[config.mk]
export PLATFORM = sky130hd
export DESIGN_NAME = table_arctangent_two_argument_flat
export DESIGN_NICKNAME = d
export VERILOG_FILES = /design/src/rtl/tata_pkg.sv /design/src/rtl/tata_if.sv /design/src/rtl/tata_div.sv /design/src/rtl/tata_dp.sv /design/src/rtl/tata_ctrl.sv /design/src/rtl/table_arctangent_two_argument.sv /design/src/flat_wrapper.sv
export SDC_FILE = /design/constraint.sdc
export NUM_CORES = 2
export LEC_CHECK = 0
export ABC_AREA = 1
export BUFFER_PORTS_ARGS = -buffer_cell sky130_fd_sc_hd__buf_4
export CAP_MARGIN = 15
export CORE_ASPECT_RATIO = 0.7
export CORE_MARGIN = 5
export CORE_UTILIZATION = 66
export CTS_CLUSTER_SIZE = 40
export DETAILED_ROUTE_END_ITERATION = 12
export PLACE_DENSITY = 0.92
export SETUP_SLACK_MARGIN = 0.2
export SKIP_CTS_REPAIR_TIMING = 1
export SLEW_MARGIN = 20
export SYNTH_ARGS = -nofsm -noshare
export SYNTH_HDL_FRONTEND = slang
export SYNTH_SLANG_ARGS = --single-unit
export TNS_END_PERCENT = 1
[constraint.sdc]
create_clock -name i_clk -period 8.8 [get_ports i_clk]
set_input_delay 1.32 -clock i_clk [delete_from_list [all_inputs] [get_ports i_clk]]
set_output_delay 1.32 -clock i_clk [all_outputs]
set_load 0.05 [all_outputs]
[src/rtl/tata_pkg.sv]
// Package for the table arctangent block: widths, constants, tangent table,
// command and status types shared by controller and datapath.
// No dependencies.
package tata_pkg;

    localparam int FRAC_BITS  = 16;
    localparam int TAN_LAST   = 44;
    localparam int IDX_W      = 6;
    localparam int SRCH_STEPS = IDX_W;
    localparam int SCNT_W     = 3;
    localparam int OPND_W     = 32;
    localparam int DIV_W      = OPND_W + FRAC_BITS;
    localparam int DIV_CNT_W  = $clog2(DIV_W + 1);
    localparam int TV_W       = FRAC_BITS + 1;
    localparam int DEG_W      = 26;
    localparam int ANG_W      = 25;
    localparam int RQ_W       = FRAC_BITS + 3;
    localparam int PROD_W     = OPND_W + TV_W;
    localparam int RAD_W      = 24;
    localparam int RAD_SHIFT  = 31;

    localparam logic signed [DEG_W-1:0] DEG90  = DEG_W'(90 <<< FRAC_BITS);
    localparam logic signed [DEG_W-1:0] DEG180 = DEG_W'(180 <<< FRAC_BITS);
    localparam logic [63:0] PI_Q60 = 64'h3243F6A8885A308D;
    localparam logic signed [RQ_W-1:0] PI_FIX = RQ_W'(PI_Q60 >> (60 - FRAC_BITS));
    // ceil(2^31 / 180): exact floor division by 180 for magnitudes below 2^24
    localparam logic [RAD_W-1:0] RAD_RECIP = RAD_W'((64'd1 << RAD_SHIFT) / 64'd180 + 64'd1);

    localparam logic [31:0] TAN_TBL [TAN_LAST+1] = '{
        32'h00000000, 32'h0477ef65, 32'h08f0914b, 32'h0d6a98a2, 32'h11e6b93a,
        32'h1665a835, 32'h1ae81c75, 32'h1f6ecf1a, 32'h23fa7bf1, 32'h288be1f7,
        32'h2d23c3d8, 32'h31c2e86f, 32'h366a1b59, 32'h3b1a2d83, 32'h3fd3f5c2,
        32'h4498517a, 32'h49682546, 32'h4e445dae, 32'h532defed, 32'h5825dabe,
        32'h5d2d273d, 32'h6244e9d5, 32'h676e4343, 32'h6caa61ae, 32'h71fa81d3,
        32'h775ff04e, 32'h7cdc0afd, 32'h82704286, 32'h881e1bfc, 32'h8de732b0,
        32'h93cd3a2d, 32'h99d20064, 32'h9ff77017, 32'ha63f9377, 32'hacac9715,
        32'hb340cd1d, 32'hb9feb0ed, 32'hc0e8eb11, 32'hc80255b7, 32'hcf4e01a3,
        32'hd6cf3bc2, 32'hde89935e, 32'he680e123, 32'heeb94f06, 32'hf737612a
    };

    // tan of whole degrees; entry 45 is exactly 1.0
    function automatic logic [TV_W-1:0] tan_at(input logic [IDX_W-1:0] i);
        logic [TV_W-1:0] t;
        if (i > IDX_W'(TAN_LAST)) begin
            t = TV_W'(1) << FRAC_BITS;
        end else begin
            t = TV_W'(TAN_TBL[i] >> (32 - FRAC_BITS));
        end
        return t;
    endfunction

    typedef enum logic [3:0] {
        OP_NONE,
        OP_ZERO,
        OP_DIV_Q,
        OP_RATIO,
        OP_DIV_REC,
        OP_RECIP,
        OP_SRCH_STEP,
        OP_DIV_SLP,
        OP_MUL,
        OP_QUAD,
        OP_DIV_RAD,
        OP_RAD_MUL,
        OP_OUT
    } t_op;

    typedef struct packed {
        logic in_ready;
        t_op  op;
    } t_cmd;

    typedef struct packed {
        logic x_zero;
        logic ratio_ge_one;
        logic div_done;
        logic rad;
        logic out_free;
    } t_sts;

endpackage

[src/rtl/tata_if.sv]
// Handshake channel interfaces for the table arctangent block.
// Depends on tata_pkg for field widths.
interface tata_in_if;
    logic        valid;
    logic        ready;
    logic signed [31:0] numerator;
    logic signed [31:0] denominator;
    modport source (output valid, output numerator, output denominator, input ready);
    modport sink   (input valid, input numerator, input denominator, output ready);
endinterface

interface tata_out_if;
    logic        valid;
    logic        ready;
    logic signed [tata_pkg::ANG_W-1:0] angle;
    modport source (output valid, output angle, input ready);
    modport sink   (input valid, input angle, output ready);
endinterface

interface tata_cfg_if;
    logic valid;
    logic ready;
    logic angle_in_radians;
    modport source (output valid, output angle_in_radians, input ready);
    modport sink   (input valid, input angle_in_radians, output ready);
endinterface

[src/rtl/tata_div.sv]
// Restoring unsigned divider, one quotient bit per cycle.
// Depends on tata_pkg.
module tata_div (
    input  logic                           i_clk,
    input  logic                           i_rst_n,
    input  logic                           i_start,
    input  logic [tata_pkg::DIV_W-1:0]     i_dividend,
    input  logic [tata_pkg::OPND_W-1:0]    i_divisor,
    output logic [tata_pkg::DIV_W-1:0]     o_quot,
    output logic                           o_done
);
    import tata_pkg::*;

    logic                 r_busy;
    logic                 r_done;
    logic [DIV_CNT_W-1:0] r_cnt;
    logic [DIV_W-1:0]     r_q;
    logic [OPND_W-1:0]    r_rem;
    logic [OPND_W-1:0]    r_d;
    logic [OPND_W:0]      sh;
    logic [OPND_W:0]      sub;
    logic                 ge;

    always_comb begin
        sh  = {r_rem, r_q[DIV_W-1]};
        sub = sh - {1'b0, r_d};
        ge  = sh >= {1'b0, r_d};
    end

    always_ff @(posedge i_clk) begin
        if (!i_rst_n) begin
            r_busy <= 1'b0;
            r_done <= 1'b0;
            r_cnt  <= '0;
        end else begin
            r_done <= 1'b0;
            if (i_start) begin
                r_q    <= i_dividend;
                r_rem  <= '0;
                r_d    <= i_divisor;
                r_cnt  <= DIV_CNT_W'(DIV_W);
                r_busy <= 1'b1;
            end else if (r_busy) begin
                r_q   <= {r_q[DIV_W-2:0], ge};
                r_rem <= ge ? sub[OPND_W-1:0] : sh[OPND_W-1:0];
                r_cnt <= r_cnt - 1'b1;
                if (r_cnt == DIV_CNT_W'(1)) begin
                    r_busy <= 1'b0;
                    r_done <= 1'b1;
                end
            end
        end
    end

    assign o_quot = r_q;
    assign o_done = r_done;

endmodule

[src/rtl/tata_dp.sv]
// Datapath: operand registers, divider, table search, interpolation,
// quadrant and radian steps, config register and output register.
// Depends on tata_pkg, tata_if and tata_div.
module tata_dp (
    input  logic           i_clk,
    input  logic           i_rst_n,
    input  tata_pkg::t_cmd i_cmd,
    output tata_pkg::t_sts o_sts,
    tata_in_if.sink        i_in,
    tata_out_if.source     o_out,
    tata_cfg_if.sink       i_cfg
);
    import tata_pkg::*;

    logic                    r_ysgn, r_xsgn, r_xz, r_over, r_rad, r_ov;
    logic [OPND_W-1:0]       r_my, r_mx;
    logic [30:0]             r_ratio;
    logic [TV_W-1:0]         r_v, r_frac, r_diff;
    logic [IDX_W-1:0]        r_idx, r_sbit;
    logic [PROD_W-1:0]       r_prod;
    logic signed [DEG_W-1:0] r_deg;
    logic [ANG_W-1:0]        r_oang;
    logic [RQ_W-1:0]         r_rq;

    logic                    div_start, div_done;
    logic [DIV_W-1:0]        dividend, quot;
    logic [OPND_W-1:0]       divisor;
    logic [30:0]             qsat;
    logic [IDX_W-1:0]        cand;
    logic [TV_W-1:0]         t_lo, diff_c;
    logic signed [DEG_W-1:0] d, dq, abs_deg;
    logic signed [RQ_W-1:0]  rq;
    logic signed [2*RQ_W-1:0] rprod;
    logic [2*RAD_W-1:0]      rad_prod;
    logic [DIV_W-1:0]        one_sq;

    always_comb begin
        one_sq  = DIV_W'(1) << (2 * FRAC_BITS);
        t_lo    = tan_at(r_idx);
        diff_c  = tan_at(r_idx + 1'b1) - t_lo;
        abs_deg = r_deg[DEG_W-1] ? -r_deg : r_deg;
        div_start = 1'b1;
        dividend  = one_sq;
        divisor   = '0;
        case (i_cmd.op)
            OP_DIV_Q: begin
                dividend = {r_my, FRAC_BITS'(0)};
                divisor  = r_mx;
            end
            OP_DIV_REC: divisor = {1'b0, r_ratio};
            OP_DIV_SLP: divisor = OPND_W'(diff_c);
            default: div_start = 1'b0;
        endcase
        qsat = (|quot[DIV_W-1:31]) ? '1 : quot[30:0];
        cand = r_idx | r_sbit;
        d    = DEG_W'({r_idx, FRAC_BITS'(0)}) + DEG_W'(r_prod >> FRAC_BITS);
        if (r_over) begin
            d = DEG90 - d;
        end
        if (!r_ysgn && !r_xsgn) begin
            dq = d;
        end else if (!r_ysgn) begin
            dq = DEG180 - d;
        end else if (r_xsgn) begin
            dq = d - DEG180;
        end else begin
            dq = -d;
        end
        // degrees / 180 by reciprocal multiplication
        rad_prod = abs_deg[RAD_W-1:0] * RAD_RECIP;
        rq    = r_deg[DEG_W-1] ? -RQ_W'(r_rq) : RQ_W'(r_rq);
        rprod = PI_FIX * rq;
    end

    tata_div u_div (
        .i_clk      (i_clk),
        .i_rst_n    (i_rst_n),
        .i_start    (div_start),
        .i_dividend (dividend),
        .i_divisor  (divisor),
        .o_quot     (quot),
        .o_done     (div_done)
    );

    always_ff @(posedge i_clk) begin
        if (!i_rst_n) begin
            r_rad <= 1'b0;
            r_ov  <= 1'b0;
        end else begin
            if (i_cfg.valid) begin
                r_rad <= i_cfg.angle_in_radians;
            end
            if (i_cmd.op == OP_OUT) begin
                r_ov   <= 1'b1;
                r_oang <= r_deg[ANG_W-1:0];
            end else if (o_out.ready) begin
                r_ov <= 1'b0;
            end
        end
        if (i_in.valid && i_cmd.in_ready) begin
            r_ysgn <= i_in.numerator[31];
            r_xsgn <= i_in.denominator[31];
            r_xz   <= i_in.denominator == '0;
            r_my   <= i_in.numerator[31] ? -i_in.numerator : i_in.numerator;
            r_mx   <= i_in.denominator[31] ? -i_in.denominator : i_in.denominator;
        end
        case (i_cmd.op)
            OP_ZERO: r_deg <= r_ysgn ? -DEG90 : DEG90;
            OP_RATIO: begin
                r_ratio <= qsat;
                r_v     <= qsat[TV_W-1:0];
                r_over  <= 1'b0;
                r_idx   <= '0;
                r_sbit  <= IDX_W'(1) << (IDX_W - 1);
            end
            OP_RECIP: begin
                r_v    <= quot[TV_W-1:0];
                r_over <= 1'b1;
                r_idx  <= '0;
                r_sbit <= IDX_W'(1) << (IDX_W - 1);
            end
            OP_SRCH_STEP: begin
                if (cand <= IDX_W'(TAN_LAST) && tan_at(cand) <= r_v) begin
                    r_idx <= cand;
                end
                r_sbit <= r_sbit >> 1;
            end
            OP_DIV_SLP: begin
                r_frac <= r_v - t_lo;
                r_diff <= diff_c;
            end
            OP_MUL: r_prod <= (r_diff == '0) ? '0 : quot[OPND_W-1:0] * r_frac;
            OP_QUAD: r_deg <= dq;
            OP_DIV_RAD: r_rq <= RQ_W'(rad_prod >> RAD_SHIFT);
            OP_RAD_MUL: r_deg <= DEG_W'(rprod >>> FRAC_BITS);
            default: ;
        endcase
    end

    assign i_in.ready  = i_cmd.in_ready;
    assign i_cfg.ready = 1'b1;
    assign o_out.valid = r_ov;
    assign o_out.angle = r_oang;

    // taken from the quotient so the check sees the ratio being loaded
    assign o_sts.x_zero       = r_xz;
    assign o_sts.ratio_ge_one = |qsat[30:FRAC_BITS];
    assign o_sts.div_done     = div_done;
    assign o_sts.rad          = r_rad;
    assign o_sts.out_free     = !r_ov || o_out.ready;

endmodule

[src/rtl/tata_ctrl.sv]
// Controller: sequences divisions, table search and result steps.
// Depends on tata_pkg.
module tata_ctrl (
    input  logic           i_clk,
    input  logic           i_rst_n,
    input  logic           i_in_valid,
    input  tata_pkg::t_sts i_sts,
    output tata_pkg::t_cmd o_cmd
);
    import tata_pkg::*;

    typedef enum logic [3:0] {
        S_IDLE, S_ZCHK, S_DQ, S_RCHK, S_DR, S_SRCH, S_SLOPE, S_DS,
        S_MUL, S_RADCHK, S_DRAD, S_RMUL, S_OUT
    } t_state;

    t_state            r_state;
    logic              r_in_ready;
    t_op               r_op;
    logic [SCNT_W-1:0] r_cnt;

    always_ff @(posedge i_clk) begin
        if (!i_rst_n) begin
            r_state    <= S_IDLE;
            r_in_ready <= 1'b1;
            r_op       <= OP_NONE;
            r_cnt      <= '0;
        end else begin
            r_op <= OP_NONE;
            case (r_state)
                S_IDLE: begin
                    if (i_in_valid && r_in_ready) begin
                        r_in_ready <= 1'b0;
                        r_state    <= S_ZCHK;
                    end
                end
                S_ZCHK: begin
                    if (i_sts.x_zero) begin
                        r_op    <= OP_ZERO;
                        r_state <= S_RADCHK;
                    end else begin
                        r_op    <= OP_DIV_Q;
                        r_state <= S_DQ;
                    end
                end
                S_DQ: begin
                    if (i_sts.div_done) begin
                        r_op    <= OP_RATIO;
                        r_state <= S_RCHK;
                    end
                end
                S_RCHK: begin
                    r_cnt <= '0;
                    if (i_sts.ratio_ge_one) begin
                        r_op    <= OP_DIV_REC;
                        r_state <= S_DR;
                    end else begin
                        r_state <= S_SRCH;
                    end
                end
                S_DR: begin
                    if (i_sts.div_done) begin
                        r_op    <= OP_RECIP;
                        r_state <= S_SRCH;
                    end
                end
                S_SRCH: begin
                    r_op  <= OP_SRCH_STEP;
                    r_cnt <= r_cnt + 1'b1;
                    if (r_cnt == SCNT_W'(SRCH_STEPS - 1)) begin
                        r_state <= S_SLOPE;
                    end
                end
                S_SLOPE: begin
                    r_op    <= OP_DIV_SLP;
                    r_state <= S_DS;
                end
                S_DS: begin
                    if (i_sts.div_done) begin
                        r_op    <= OP_MUL;
                        r_state <= S_MUL;
                    end
                end
                S_MUL: begin
                    r_op    <= OP_QUAD;
                    r_state <= S_RADCHK;
                end
                S_RADCHK: begin
                    if (i_sts.rad) begin
                        r_op    <= OP_DIV_RAD;
                        r_state <= S_DRAD;
                    end else begin
                        r_state <= S_OUT;
                    end
                end
                S_DRAD: begin
                    r_op    <= OP_RAD_MUL;
                    r_state <= S_RMUL;
                end
                S_RMUL: r_state <= S_OUT;
                S_OUT: begin
                    if (i_sts.out_free) begin
                        r_op       <= OP_OUT;
                        r_in_ready <= 1'b1;
                        r_state    <= S_IDLE;
                    end
                end
                default: r_state <= S_IDLE;
            endcase
        end
    end

    assign o_cmd.in_ready = r_in_ready;
    assign o_cmd.op       = r_op;

`ifndef SYNTHESIS
    a_ready_idle: assert property (@(posedge i_clk) disable iff (!i_rst_n)
        r_in_ready |-> r_state == S_IDLE)
        else $error("input ready outside idle");
    a_done_wait: assert property (@(posedge i_clk) disable iff (!i_rst_n)
        i_sts.div_done |-> (r_state == S_DQ || r_state == S_DR ||
                            r_state == S_DS || r_state == S_DRAD))
        else $error("divider finished while not awaited");
    a_srch_cnt: assert property (@(posedge i_clk) disable iff (!i_rst_n)
        r_state == S_SRCH |-> r_cnt < SCNT_W'(SRCH_STEPS))
        else $error("search step count overrun");
    a_out_after: assert property (@(posedge i_clk) disable iff (!i_rst_n)
        r_op == OP_OUT |-> $past(r_state) == S_OUT)
        else $error("result load outside output state");
`endif

endmodule

[src/rtl/table_arctangent_two_argument.sv]
// Top level of the table arctangent block: controller plus datapath.
// Depends on tata_pkg, tata_if, tata_ctrl, tata_dp.
//
//  channel | direction | payload
//  i_in    | sink      | numerator, denominator (32 bit signed)
//  o_out   | source    | angle (25 bit signed)
//  i_cfg   | sink      | angle_in_radians (1 bit)
//
// One item at a time: the next input is taken once the result is loaded;
// a zero denominator skips the divider and search, else there are two divider
// passes (three for a ratio of one or more), six search steps, multiply and
// quadrant. Radians add a scaling by 1/180 and a multiply by pi. Reset returns
// to idle with degrees selected. A result waiting in the output register
// holds back the next result load, and the input with it.
module table_arctangent_two_argument (
    input  logic       i_clk,
    input  logic       i_rst_n,
    tata_in_if.sink    i_in,
    tata_out_if.source o_out,
    tata_cfg_if.sink   i_cfg
);
    import tata_pkg::*;

    t_cmd cmd;
    t_sts sts;

    tata_ctrl u_ctrl (
        .i_clk      (i_clk),
        .i_rst_n    (i_rst_n),
        .i_in_valid (i_in.valid),
        .i_sts      (sts),
        .o_cmd      (cmd)
    );

    tata_dp u_dp (
        .i_clk   (i_clk),
        .i_rst_n (i_rst_n),
        .i_cmd   (cmd),
        .o_sts   (sts),
        .i_in    (i_in),
        .o_out   (o_out),
        .i_cfg   (i_cfg)
    );

endmodule

[src/flat_wrapper.sv]
// flat-port wrapper written by rule: the top's interface ports become plain ports
module table_arctangent_two_argument_flat import tata_pkg::*;
  (i_clk, i_rst_n, i_in_valid, i_in_numerator, i_in_denominator, i_in_ready, o_out_valid, o_out_angle, o_out_ready, i_cfg_valid, i_cfg_angle_in_radians, i_cfg_ready);
  tata_in_if i_in_i ();
  tata_out_if o_out_i ();
  tata_cfg_if i_cfg_i ();
  input  logic i_clk;
  input  logic i_rst_n;
  input wire logic [$bits(i_in_i.valid)-1:0] i_in_valid;
  input wire logic [$bits(i_in_i.numerator)-1:0] i_in_numerator;
  input wire logic [$bits(i_in_i.denominator)-1:0] i_in_denominator;
  output wire logic [$bits(i_in_i.ready)-1:0] i_in_ready;
  output wire logic [$bits(o_out_i.valid)-1:0] o_out_valid;
  output wire logic [$bits(o_out_i.angle)-1:0] o_out_angle;
  input wire logic [$bits(o_out_i.ready)-1:0] o_out_ready;
  input wire logic [$bits(i_cfg_i.valid)-1:0] i_cfg_valid;
  input wire logic [$bits(i_cfg_i.angle_in_radians)-1:0] i_cfg_angle_in_radians;
  output wire logic [$bits(i_cfg_i.ready)-1:0] i_cfg_ready;
  assign i_in_i.valid = i_in_valid;
  assign i_in_i.numerator = i_in_numerator;
  assign i_in_i.denominator = i_in_denominator;
  assign i_in_ready = i_in_i.ready;
  assign o_out_valid = o_out_i.valid;
  assign o_out_angle = o_out_i.angle;
  assign o_out_i.ready = o_out_ready;
  assign i_cfg_i.valid = i_cfg_valid;
  assign i_cfg_i.angle_in_radians = i_cfg_angle_in_radians;
  assign i_cfg_ready = i_cfg_i.ready;
  table_arctangent_two_argument u_core (.i_clk(i_clk), .i_rst_n(i_rst_n), .i_in(i_in_i), .o_out(o_out_i), .i_cfg(i_cfg_i));
endmodule
==> impl_metrics.toml <==
[global_routing]
grt_start_max_net_pins = 81
grt_busiest_layer = "met2"
met3_usage_pct = 9.52
grt_usage_pct = 35.4
grt_pass1_wl_um = 258000
met2_usage_pct = 52.8
grt_overflow = 0
first_global_vias = 48600
grt.met1_usage_pct = 49.6
antenna_found_initial = 0

[drt]
wl_per_cell_um = 20.3
wl_um = 162000
drcViolationCount = 0
drtIter0Drc = 5915
dr.pass1.iters = 7
vias = 48000
vias_per_cell = 6.02
antenna_left = 0

[worst_setup_path]
cp.arrival_ns = 8.47
reg2regPathDepth = 26
endpoint_kind = "flop"
critPathKind = "flop to flop"
cp_max_fo = 6
r2r_end = "u_core.u_dp.r_rq[12]"
critPathLaunchType = "flop"
path_common_cell = "fa_1"
cpPeakStageDelay_ns = 0.70
worstPathRequired_ns = 9.13
reg2reg_from = "u_core.u_dp.r_deg[3]"
crit_slowest_cell = "xor2_1"
regToRegSetupSlack_ns = 0.67

[placed_design]
io_buffers = 96
dpl.hpwl_um = 129000
placed_area_sq_um = 58300
routabilityCongestion = 1.06

[clock_tree]
clockBufferDepth = 3
cts_max_level = 2
root_buffer = "clkbuf_16"
cts_sinks = 390
cts_buffers = 38
clk_latency_ns = 0.60
path_clk_slew_ns = 0.08
cts_tree = "built"

[status]
status = "complete, no violations"

[synth]
synth-edff-count = 368
synthTopCellsByArea = "fa_1 25%, edfxtp_1 20%, ha_1 14%"
synth.distinct_cells = 76
yosys_warnings = 0
synthCells = 6813
syn_nets = 8221
synth_seq_area_share_pct = 20.4
synth.cell_area_sq_um = 56400
synth_top_area_share_pct = 25.1
synth.largest_area_cell = "fa_1"
ys_ff_latch = 390
async_reset_ff_share_pct = 0
synthFlopType = "edfxtp_1"
avgSynthCellArea_sq_um = 8.28

[sta]
tns_ns = 0
finalSetupViolations = 0
grt_setup_unrepaired = "true"
finalCritPeriodShare_pct = 92.4
finalMaxSlewViolations = 0
min_period_ns = 8.13
worst_pin_slew_ns = 1.22
finClkSkew_ns = 0.0201
hold_viol = 0
timing.fmax_mhz = 123
slew_headroom_pct = 18.0

[die]
chipWidth_um = 359
core_region_area_sq_um = 84500
core.rowCount = 89
die_area_sq_um = 91500
die_y_um = 255
start_util_pct = 66.7
io_pins = 98

[cells_and_area]
drive_above_1_share_pct = 4.94
layout-area-overhead-vs-synth_pct = 5.89
fin_area_sq_um = 59700
final_cell_mix = "1,468 x inv_1, 1,341 x nand2_1, 706 x fa_1"
fill_cells = 6235
final_common_cell = "inv_1"
nets = 8223
antenna_cells = 0
final_util_pct = 70.7

[hold_path]
hp-start = "u_core.u_ctrl.r_cnt[2]"
hold_class = "flop to flop"
min_to = "u_core.u_ctrl.r_cnt[2]"
hold_path_depth = 1

[run]
cap_violations = 0
worst max path at each step:
stage	slack, ns	startpoint	end	cells after the start
after floorplan	1.39	u_core.u_dp.r_rq[0]	u_core.u_dp.r_deg[7]	33
after global placement	0.64	u_core.u_dp.r_rq[0]	u_core.u_dp.r_deg[17]	34
after detailed placement	0.38	u_core.u_dp.r_rq[0]	u_core.u_dp.r_deg[17]	34
after CTS	0.35	u_core.u_dp.r_rq[0]	u_core.u_dp.r_deg[17]	34
after global routing	0.16	u_core.u_dp.r_rq[0]	u_core.u_dp.r_deg[11]	35
final	0.67	u_core.u_dp.r_deg[3]	u_core.u_dp.r_rq[12]	26
worst max-delay path: cells and delay by family, from the launching register on:
kind	cells	cell delay, ns
fa+ha+maj	8	3.43
simple gates	7	1.25
xor+xnor	2	0.89
buf+inv	4	0.27
compound gates	5	1.49
flops	1	0.55
synthesized netlist by cell type (5+ instances only):
library cell  count
nand2_2          11
nand3_1         152
a21o_1           15
o221ai_1          9
nand4_1          39
or2_2            20
o21a_1           31
dfxtp_1          22
a22o_1           18
ha_1            632
nor2_4            8
edfxtp_1        368
fa_1            706
inv_1          1469
a211oi_1         13
nor4_1           32
buf_1            23
o311ai_0          9
o21ai_1          19
nand2_1        1342
a221oi_1         11
o31ai_1          19
clkinv_1          5
o21bai_1         10
xor2_1          123
a311oi_1          6
nor2_2           15
o211ai_1         29
nor3_1           83
a31oi_1          28
o22ai_1          15
o21ai_0         312
inv_2            12
buf_2             9
a21oi_1         337
nor2_1          526
clkbuf_1        169
a21boi_0          9
nand3b_1         13
xnor2_1          78
per-layer routing:
layer	wire length (um)	vias to the layer above
met2	68000	3299
met3	22300	525
met4	8120	0
met5	0	-
met1	63600	22700
li1	-	21500
cells by family (layout without fill, tap and decap cells):
group	Yosys count	in the layout	synth area share (%)
AOI/OAI and AO/OA	926	926	9.51
xor gates and xnor gates	205	205	3.24
adders and majority gates	1338	1338	39.1
buffers and inverters	1692	1723	11.3
DFF	390	390	20.4
other	1	1	0.00665
and+or+nand+nor	2261	2261	16.5
area by class of cell:
cell class | count | area (sq um) | share of cell area (%)
Sequential cell | 390 | 11500 | 19.2
Inverter | 1486 | 5580 | 9.34
Tap cell | 1137 | 1420 | 2.38
Multi-Input combinational cell | 4731 | 38600 | 64.6
Clock inverter | 28 | 404 | 0.677
Timing Repair Buffer | 168 | 1260 | 2.12
Clock buffer | 41 | 962 | 1.61
sequential cells by signal, indices dropped and copies added (netlist names), 3 cells and up:
register,count
u_core.u_dp.u_div.r_d,32
u_core.u_dp.r_frac,17
u_core.u_dp.r_idx,6
u_core.u_dp.r_rq,17
u_core.u_dp.u_div.r_rem,32
u_core.u_dp.r_sbit,6
u_core.u_dp.u_div.r_cnt,6
u_core.u_dp.r_my,32
u_core.u_dp.r_ratio,31
u_core.u_dp.r_diff,17
u_core.u_ctrl.r_op,4
u_core.u_dp.r_v,17
u_core.u_dp.u_div.o_quot,48
u_core.u_ctrl.r_state,4
u_core.u_ctrl.r_cnt,3
u_core.u_dp.o_out.angle,25
u_core.u_dp.r_mx,32
u_core.u_dp.r_prod,26
u_core.u_dp.r_deg,26
through the flow:
stage,hold WS (ns),instances,setup WS (ns)
6_report,0.469,7981,0.667
5_1_grt,0.481,7981,0.159
4_1_cts,0.463,7979,0.353
3_5_place_dp,0.456,7910,0.384
3_3_place_gp,0.438,7910,0.641
2_1_floorplan,0.400,6813,1.39
Power is not shown: default switching activity piles up to over one toggle a cycle in this logic, so the estimate is an artifact.
